**config.mk**
```make
export PLATFORM = sky130hd
export DESIGN_NAME = serial_command_frame_responder
export DESIGN_NICKNAME = d
export VERILOG_FILES = /design/src/design/scf_pkg.sv /design/src/design/scf_parser.sv /design/src/design/scf_reply.sv /design/src/design/serial_command_frame_responder.sv
export SDC_FILE = /design/constraint.sdc
export NUM_CORES = 1
export LEC_CHECK = 0
export BUFFER_PORTS_ARGS = -buffer_cell sky130_fd_sc_hd__buf_2
export CAP_MARGIN = 30
export CORE_MARGIN = 2
export CORE_UTILIZATION = 63
export DETAILED_ROUTE_END_ITERATION = 12
export PLACE_DENSITY_LB_ADDON = 0.12
export SYNTH_ARGS = -nofsm -noshare
export SYNTH_HDL_FRONTEND = slang
export SYNTH_SLANG_ARGS = --single-unit
```
**constraint.sdc**
```tcl
create_clock -name clk -period 7.53 [get_ports clk]
set_clock_uncertainty 0.05 [all_clocks]
set_input_delay 1.1295 -clock clk [delete_from_list [all_inputs] [get_ports clk]]
set_output_delay 1.1295 -clock clk [all_outputs]
set_load 0.1 [all_outputs]
```
**src/design/scf_pkg.sv**
```systemverilog
// shared types and constants for the serial command frame responder
`default_nettype none

package scf_pkg;

    localparam int MAX_FRAME_BYTES_DEFAULT = 64;

    localparam logic [7:0] START_BYTE_RESET   = 8'd170;
    localparam logic [7:0] END_BYTE_RESET     = 8'd85;
    localparam logic [7:0] SENSOR_CODE_RESET  = 8'd2;
    localparam logic [7:0] LED_CODE_RESET     = 8'd3;

    localparam logic [7:0] TEMP_LIMIT   = 8'd50;
    localparam logic [7:0] HUM_LIMIT    = 8'd100;
    localparam logic [7:0] TEMP_DEFAULT = 8'd25;
    localparam logic [7:0] HUM_DEFAULT  = 8'd50;

    localparam logic [7:0] LED_CMD_OFF = 8'h00;
    localparam logic [7:0] LED_CMD_ON  = 8'h01;

    localparam logic [7:0] REPLY_ID_0 = 8'h01;
    localparam logic [7:0] REPLY_ID_1 = 8'h03;

    localparam int CFG_INDEX_W = 8;

    typedef enum logic [CFG_INDEX_W-1:0] {
        CFG_START_BYTE  = 8'd0,
        CFG_END_BYTE    = 8'd1,
        CFG_SENSOR_CODE = 8'd2,
        CFG_LED_CODE    = 8'd3
    } cfg_index_t;

    typedef struct packed {
        logic [7:0] start_byte;
        logic [7:0] end_byte;
        logic [7:0] sensor_request_code;
        logic [7:0] led_control_code;
    } cfg_t;

    // values carried by one reply frame
    typedef struct packed {
        logic [7:0] temperature;
        logic [7:0] humidity;
        logic       led;
    } reply_snap_t;

    typedef enum logic [2:0] {
        POS_START = 3'd0,
        POS_ID_0  = 3'd1,
        POS_ID_1  = 3'd2,
        POS_TEMP  = 3'd3,
        POS_HUM   = 3'd4,
        POS_LED   = 3'd5,
        POS_END   = 3'd6
    } reply_pos_t;

endpackage

`default_nettype wire

```
**src/design/scf_parser.sv**
```systemverilog
// frame parser: byte counter, held header fields and the sensor and led state
`default_nettype none

module scf_parser #(
    parameter int MAX_FRAME_BYTES = scf_pkg::MAX_FRAME_BYTES_DEFAULT
) (
    input  wire                  clk,
    input  wire                  rst_n,
    input  wire                  fire,
    input  wire [7:0]            rx_byte,
    input  wire                  sensor_read_ok,
    input  wire                  sensor_valid,
    input  wire [7:0]            sensor_temperature,
    input  wire [7:0]            sensor_humidity,
    input  wire scf_pkg::cfg_t   cfg,
    output logic                 reply_fire,
    output scf_pkg::reply_snap_t reply_snap
);

    localparam int CW = $clog2(MAX_FRAME_BYTES + 1);
    localparam logic [7:0] LEN_LIMIT = 8'(MAX_FRAME_BYTES - 4);

    logic [CW-1:0] cnt_reg, cnt_next, cnt_inc;
    logic [7:0]    type_reg, type_next;
    logic [7:0]    len_reg, len_next;
    logic [7:0]    first_reg, first_next;
    logic [7:0]    temp_reg, temp_next;
    logic [7:0]    hum_reg, hum_next;
    logic          led_reg, led_next;
    logic          good;

    always_comb
    begin
        cnt_inc    = cnt_reg + CW'(1);
        cnt_next   = cnt_reg;
        type_next  = type_reg;
        len_next   = len_reg;
        first_next = first_reg;
        temp_next  = temp_reg;
        hum_next   = hum_reg;
        led_next   = led_reg;
        good       = 1'b0;
        if (fire)
        begin
            if (cnt_reg == '0)
            begin
                if (rx_byte == cfg.start_byte)
                    cnt_next = CW'(1);
            end
            else if (cnt_reg >= CW'(MAX_FRAME_BYTES))
            begin
                cnt_next = '0;
            end
            else
            begin
                cnt_next = cnt_inc;
                if (cnt_inc == CW'(2))
                begin
                    type_next = rx_byte;
                end
                else if (cnt_inc == CW'(3))
                begin
                    len_next = rx_byte;
                    if (rx_byte > LEN_LIMIT)
                        cnt_next = '0;
                end
                else
                begin
                    if (cnt_inc == CW'(4))
                        first_next = rx_byte;
                    if (9'(cnt_inc) == ({1'b0, len_reg} + 9'd4))
                    begin
                        cnt_next = '0;
                        good     = (rx_byte == cfg.end_byte);
                    end
                end
            end
        end

        if (good)
        begin
            if (type_reg == cfg.sensor_request_code && len_reg == 8'd0)
            begin
                if (sensor_read_ok && sensor_valid)
                begin
                    temp_next = (sensor_temperature > scf_pkg::TEMP_LIMIT) ?
                                scf_pkg::TEMP_LIMIT : sensor_temperature;
                    hum_next  = (sensor_humidity > scf_pkg::HUM_LIMIT) ?
                                scf_pkg::HUM_LIMIT : sensor_humidity;
                end
                else
                begin
                    temp_next = scf_pkg::TEMP_DEFAULT;
                    hum_next  = scf_pkg::HUM_DEFAULT;
                end
            end
            else if (type_reg == cfg.led_control_code && len_reg == 8'd1)
            begin
                if (first_reg == scf_pkg::LED_CMD_OFF)
                    led_next = 1'b0;
                else if (first_reg == scf_pkg::LED_CMD_ON)
                    led_next = 1'b1;
            end
        end
    end

    assign reply_fire             = good;
    assign reply_snap.temperature = temp_next;
    assign reply_snap.humidity    = hum_next;
    assign reply_snap.led         = led_next;

    always_ff @(posedge clk or negedge rst_n)
    begin
        if (!rst_n)
        begin
            cnt_reg  <= '0;
            temp_reg <= scf_pkg::TEMP_DEFAULT;
            hum_reg  <= scf_pkg::HUM_DEFAULT;
            led_reg  <= 1'b0;
        end
        else
        begin
            cnt_reg  <= cnt_next;
            temp_reg <= temp_next;
            hum_reg  <= hum_next;
            led_reg  <= led_next;
        end
    end

    // header fields are written before any read
    always_ff @(posedge clk)
    begin
        type_reg  <= type_next;
        len_reg   <= len_next;
        first_reg <= first_next;
    end

endmodule

`default_nettype wire

```
**src/design/scf_reply.sv**
```systemverilog
// reply serializer: one active reply plus one waiting reply, seven bytes each
`default_nettype none

module scf_reply (
    input  wire                       clk,
    input  wire                       rst_n,
    input  wire                       load,
    input  wire scf_pkg::reply_snap_t snap,
    input  wire scf_pkg::cfg_t        cfg,
    input  wire                       out_ready,
    output logic                      out_valid,
    output logic [7:0]                tx_byte,
    output logic                      tx_last,
    output logic                      led_on,
    output logic                      full
);

    logic                 act_reg, act_next;
    logic                 pend_reg, pend_next;
    scf_pkg::reply_pos_t  pos_reg, pos_next;
    scf_pkg::reply_snap_t cur_reg, cur_next;
    scf_pkg::reply_snap_t wait_reg, wait_next;
    logic                 done;
    logic                 ser_free;

    assign done     = act_reg && out_ready && (pos_reg == scf_pkg::POS_END);
    assign ser_free = !act_reg || done;

    always_comb
    begin
        act_next  = act_reg;
        pend_next = pend_reg;
        pos_next  = pos_reg;
        cur_next  = cur_reg;
        wait_next = wait_reg;
        if (act_reg && out_ready)
        begin
            if (done)
            begin
                pos_next = scf_pkg::POS_START;
                act_next = 1'b0;
            end
            else
            begin
                pos_next = scf_pkg::reply_pos_t'(pos_reg + 3'd1);
            end
        end
        if (done && pend_reg)
        begin
            act_next  = 1'b1;
            cur_next  = wait_reg;
            pend_next = 1'b0;
        end
        if (load)
        begin
            if (ser_free && !pend_reg)
            begin
                act_next = 1'b1;
                pos_next = scf_pkg::POS_START;
                cur_next = snap;
            end
            else
            begin
                pend_next = 1'b1;
                wait_next = snap;
            end
        end
    end

    always_comb
    begin
        case (pos_reg)
            scf_pkg::POS_START: tx_byte = cfg.start_byte;
            scf_pkg::POS_ID_0:  tx_byte = scf_pkg::REPLY_ID_0;
            scf_pkg::POS_ID_1:  tx_byte = scf_pkg::REPLY_ID_1;
            scf_pkg::POS_TEMP:  tx_byte = cur_reg.temperature;
            scf_pkg::POS_HUM:   tx_byte = cur_reg.humidity;
            scf_pkg::POS_LED:   tx_byte = {7'd0, cur_reg.led};
            scf_pkg::POS_END:   tx_byte = cfg.end_byte;
            default:            tx_byte = cfg.end_byte;
        endcase
    end

    assign out_valid = act_reg;
    assign tx_last   = (pos_reg == scf_pkg::POS_END);
    assign led_on    = cur_reg.led;
    assign full      = pend_reg;

    always_ff @(posedge clk or negedge rst_n)
    begin
        if (!rst_n)
        begin
            act_reg  <= 1'b0;
            pend_reg <= 1'b0;
            pos_reg  <= scf_pkg::POS_START;
        end
        else
        begin
            act_reg  <= act_next;
            pend_reg <= pend_next;
            pos_reg  <= pos_next;
        end
    end

    always_ff @(posedge clk)
    begin
        cur_reg  <= cur_next;
        wait_reg <= wait_next;
    end

endmodule

`default_nettype wire

```
**src/design/serial_command_frame_responder.sv**
```systemverilog
// top level: config registers, frame parser and reply serializer
// reply: a good closing byte loads its snapshot into the serializer, or into the waiting slot while a reply is busy
// throughput: one received byte per cycle while in_ready is high; a reply is seven bytes,
//   and in_ready drops only while a second finished reply waits behind the one being sent
// sustained: a minimum four-byte frame still gets a seven-byte reply, so the one output port sets the pace
// reset: rst_n empties the reply queue, zeroes the byte counter, loads the config reset
//   values, readings 25 and 50 and led off; no clearing pass
`default_nettype none

module serial_command_frame_responder #(
    parameter int MAX_FRAME_BYTES = scf_pkg::MAX_FRAME_BYTES_DEFAULT
) (
    input  wire                            clk,
    input  wire                            rst_n,
    // config write channel
    input  wire                            cfg_valid,
    output logic                           cfg_ready,
    input  wire [scf_pkg::CFG_INDEX_W-1:0] cfg_index,
    input  wire [7:0]                      cfg_data,
    // received byte channel
    input  wire                            in_valid,
    output logic                           in_ready,
    input  wire [7:0]                      rx_byte,
    input  wire                            sensor_read_ok,
    input  wire                            sensor_valid,
    input  wire [7:0]                      sensor_temperature,
    input  wire [7:0]                      sensor_humidity,
    // reply byte channel
    output logic                           out_valid,
    input  wire                            out_ready,
    output logic [7:0]                     tx_byte,
    output logic                           tx_last,
    output logic                           led_on
);

    scf_pkg::cfg_t        cfg_reg, cfg_next;
    scf_pkg::reply_snap_t snap;
    logic                 in_fire;
    logic                 reply_fire;
    logic                 reply_full;

    // config writes always complete; an index past the list is dropped
    assign cfg_ready = 1'b1;

    always_comb
    begin
        cfg_next = cfg_reg;
        if (cfg_valid)
        begin
            case (cfg_index)
                scf_pkg::CFG_START_BYTE:  cfg_next.start_byte          = cfg_data;
                scf_pkg::CFG_END_BYTE:    cfg_next.end_byte            = cfg_data;
                scf_pkg::CFG_SENSOR_CODE: cfg_next.sensor_request_code = cfg_data;
                scf_pkg::CFG_LED_CODE:    cfg_next.led_control_code    = cfg_data;
                default:                  cfg_next = cfg_reg;
            endcase
        end
    end

    always_ff @(posedge clk or negedge rst_n)
    begin
        if (!rst_n)
        begin
            cfg_reg.start_byte          <= scf_pkg::START_BYTE_RESET;
            cfg_reg.end_byte            <= scf_pkg::END_BYTE_RESET;
            cfg_reg.sensor_request_code <= scf_pkg::SENSOR_CODE_RESET;
            cfg_reg.led_control_code    <= scf_pkg::LED_CODE_RESET;
        end
        else
        begin
            cfg_reg <= cfg_next;
        end
    end

    // a byte is taken whenever a reply slot is free for whatever it may close
    assign in_ready = !reply_full;
    assign in_fire  = in_valid && in_ready;

    // parser updates frame state on each transfer and flags a good closing byte
    scf_parser #(
        .MAX_FRAME_BYTES (MAX_FRAME_BYTES)
    ) u_parser (
        .clk                (clk),
        .rst_n              (rst_n),
        .fire               (in_fire),
        .rx_byte            (rx_byte),
        .sensor_read_ok     (sensor_read_ok),
        .sensor_valid       (sensor_valid),
        .sensor_temperature (sensor_temperature),
        .sensor_humidity    (sensor_humidity),
        .cfg                (cfg_reg),
        .reply_fire         (reply_fire),
        .reply_snap         (snap)
    );

    // serializer holds a snapshot of the state per reply, so later frames
    // cannot disturb a reply that is still going out
    scf_reply u_reply (
        .clk       (clk),
        .rst_n     (rst_n),
        .load      (reply_fire),
        .snap      (snap),
        .cfg       (cfg_reg),
        .out_ready (out_ready),
        .out_valid (out_valid),
        .tx_byte   (tx_byte),
        .tx_last   (tx_last),
        .led_on    (led_on),
        .full      (reply_full)
    );

    // input only stalls behind a reply in flight
    assert property (@(posedge clk) disable iff (!rst_n) !in_ready |-> out_valid)
        else $error("input stalled with no reply in flight");

    // led level is fixed across one reply frame
    assert property (@(posedge clk) disable iff (!rst_n)
        out_valid && out_ready && !tx_last |=> $stable(led_on))
        else $error("led level changed inside a reply");

    // the closing reply byte is the end byte
    assert property (@(posedge clk) disable iff (!rst_n)
        out_valid && tx_last |-> tx_byte == cfg_reg.end_byte)
        else $error("last reply byte is not the end byte");

endmodule

`default_nettype wire

```
==> run summary <==
TritonCTS created 17 clock buffers. Top flip-flop cell by instance count after synthesis: dfrtp_1. The achievable frequency is 251.2 MHz, and the minimum clock period after layout is 3.980 ns. Launch point of the worst reg-to-reg path: u_parser.cnt_reg[0]. For the number of antenna violations at the first check in global routing, the log shows 0.

Startpoint type of the worst setup path: a register. The cell count of the worst reg-to-reg path came out at 8. The worst-case clock buffer depth is 2, and the worst setup slack before clock tree synthesis is 3.912 ns. Sorting the synthesized cells by area gives the leading types as edfxtp_1 20%, dfrtp_1 18%, mux2i_1 7.6%. Entering global routing, the biggest net connects 62 pins. The run gives 6523 µm² as the placed standard-cell area. At the later pin of the worst-skew pair, clock insertion delay measures 0.52 ns. After synthesis the netlist holds a flip-flop and latch count of 119. The first global-routing pass estimated 21310 µm of wire. The tools report the total of fill cells in the finished design as 733. For hold timing, the worst endpoint is u_parser.temp_reg[7]. The die covers 10600 µm².

The via count of the first global-routing pass was 4313. For this block, the routed nets add up to 13420 µm of wire. The clock tree synthesis step divided the H-tree into 4 levels.

The logs give 0 for the post-cts sizing count and 724 for the non-filler instance count after layout. The tree is rooted in a clkbuf_8. In the finished design, the share of the clock period the worst path needs comes to 52.86%.

The post-synthesis net count is 575. The final estimated routing congestion in global placement came out at 0.9120. The wire length per cell came out at 18.53 µm. Setup repair after global routing left no endpoint under its margin. The sequential fraction of the synthesis area is 50.55%.

In the layout the commonest cells are 59 x buf_2, 47 x mux2i_1, 44 x dfrtp_1. TritonCTS built the clock tree. After synthesis, the mean cell area works out to 11.96 µm². The die is 103.0 µm wide.

The effective utilization at floorplan came out at 64.02%. The data required time of the critical path was 6.35 ns; the post-synthesis instance area was 6171 µm². The tightest hold margin came out at 0.4627 ns.

Yosys printed 0 warnings. The floorplan step defined a core boundary enclosing 9639 µm². In the final layout, the share of cells above drive strength 1 is 30.12%. The total of max-cap violations came out at 0.

The placed instance count was 692. The worst-margin pin slew came out at 0.8007 ns. The worst hold path cell count is 1, and the maximum fanout encountered on the critical timing path is 10.

The critical path is of the register to output pin type. For this run, asynchronously set or reset flops after synthesis account for 51.26%. Clock-pin slew was measured on the worst setup and hold paths at 0.06 ns. After routing, the total negative slack on setup checks comes to 0 ns. The number of nets in the finished design was 637. The run gives 0 as the residual antenna-violating net count after detailed routing. The area growth from synthesis to layout is 15.39%. For this run, design rule violations remaining after detail routing come to 0. The worst hold path belongs to the class register to register. Most common cell after layout, fill and taps aside: buf_2. In the global route stage, overall resource usage came out at 27.07%. Headroom to the max-slew limit came out at 46.62%.

The endpoint identified for the worst register-to-register timing path is u_reply.wait_reg[16]. The die is 103.0 µm tall. STA classifies the critical path endpoint as an output pin.

After routing the design area is 7121 µm². The clock drives 119 sinks. Across all layers, the routed design uses 4283 vias. The flow ran to the end, and the final reports show no timing, DRC or antenna violations. The number of instances in the synthesized netlist is 516.

The setup-violating endpoint count in the final report was 0; the flip-flop count of the largest register, all copies and words added was 32. The leakage component of the power was 3.219 nW. Dividing total power by cell area gives a power density of 266.4 nW/µm². The cell type contributing the most total cell area after synthesis is edfxtp_1. Number of detailed-route iterations in the first pass: 5.

Final hold violation count: 0. Detailed placement ended at an HPWL of 9558 µm. The total setup buffers inserted after CTS is 0.

The via density per instance was 5.916; the count of port buffers added during placement was 58. The antenna diode count was 0; the placement row count was 36. The worst hold path begins at u_parser.temp_reg[7]. The count of flip-flops with a built-in enable after synthesis is 41. The maximum vdd ir drop is 0.1706 mV, and the residual overflow from global routing is 0. The logs give 60 for the boundary pin count and 192 for the first-iteration detailed-routing DRC count. The logs give 76 for the unique cell type count in the Yosys netlist and 4.03 ns for the register-to-register path setup slack. Final number of max-transition violations: 0. In the post-route analysis, the smallest setup slack over all paths is 3.550 ns.

In this run, post-CTS hold repair placed 0 buffers. At the worst endpoint, the arrival time is 2.80 ns. The top cell type's share of synthesized area was 19.95%.
[worst max-delay path by stage]
stage,start,to
floorplan,u_reply.pos_reg[1],tx_byte[7]
global placement,rx_byte[6],u_reply.wait_reg[13]
detailed placement,rx_byte[1],u_reply.cur_reg[9]
CTS,u_reply.pos_reg[2],tx_byte[0]
global route,u_reply.pos_reg[2],tx_byte[0]
finish,u_reply.pos_reg[2],tx_byte[0]
[cells in the mapped netlist, types with 4 or more instances]
| master | instances |
|---|---|
| buf_6 | 5 |
| dfrtp_1 | 44 |
| mux2_2 | 41 |
| ha_1 | 12 |
| nand4_1 | 11 |
| mux2_4 | 7 |
| mux2i_1 | 47 |
| xor2_1 | 14 |
| and3_1 | 5 |
| edfxtp_1 | 41 |
| a21oi_1 | 21 |
| nor4_1 | 4 |
| nor2_1 | 34 |
| and2_1 | 6 |
| nand3_1 | 9 |
| clkbuf_1 | 6 |
| nor3_1 | 7 |
| a31oi_1 | 6 |
| o21ai_0 | 15 |
| dfxtp_1 | 17 |
| nand2_1 | 31 |
| buf_4 | 7 |
| inv_1 | 11 |
| xnor2_1 | 33 |
| dfstp_2 | 17 |
[cell families after synthesis]
logic type	count (synthesis)	share of synthesized area (%)
AO/OA/AOI/OAI	70	7.685
AND/OR/NAND/NOR	140	12.79
adder cells (fa/ha/maj)	12	2.433
XOR/XNOR	47	6.671
other	1	0.06077
buffers and inverters	32	3.001
multiplexers	95	16.81
flip-flops	119	50.55
[final cells by class]
type                    instances  area [µm²]  area share [%]
flip-flops and latches        119        3119           43.81
clock inverters                12       141.4           1.986
clock buffers                  20       456.7           6.414
well taps                     133       166.4           2.337
repair buffers                 63       325.3           4.569
inverters                      12       45.04          0.6326
multi-input cells             365        2867           40.26
[layer usage]
layer  GRT usage [%]  vias to the layer above  routed length, µm
met4           12.04                        0                356
met5               0                        -                  0
met1           32.95                     2112               5644
li1                -                     2021                  -
met2           45.70                      122               6827
met3           6.712                       28                589
[through the flow]
stage,utilization (%),power (W)
6_report,73.87,0.001897
5_1_grt,73.87,0.001972
4_1_cts,73.87,0.001901
3_5_place_dp,67.67,0.001100
3_3_place_gp,67.61,0.001089
2_1_floorplan,-,0.001024
[report_power, final]
group	internal [W]	total, W	leakage [nW]	switching (W)
Combinational	0.000127	0.000321	1.67	0.000194
Sequential	0.000716	0.000771	1.27	0.0000552
Clock	0.000504	0.000805	0.288	0.000301
[critical path, stage by stage, from the launching register on]
cell,delay (ns)
dfrtp_1,0.55
clkinv_1,0.30
ha_1,0.38
a222oi_1,0.44
nand2_1,0.10
o21ai_0,0.09
a22oi_1,0.10
buf_2,0.32
No activity file was read; power rests on OpenSTA's default activity.
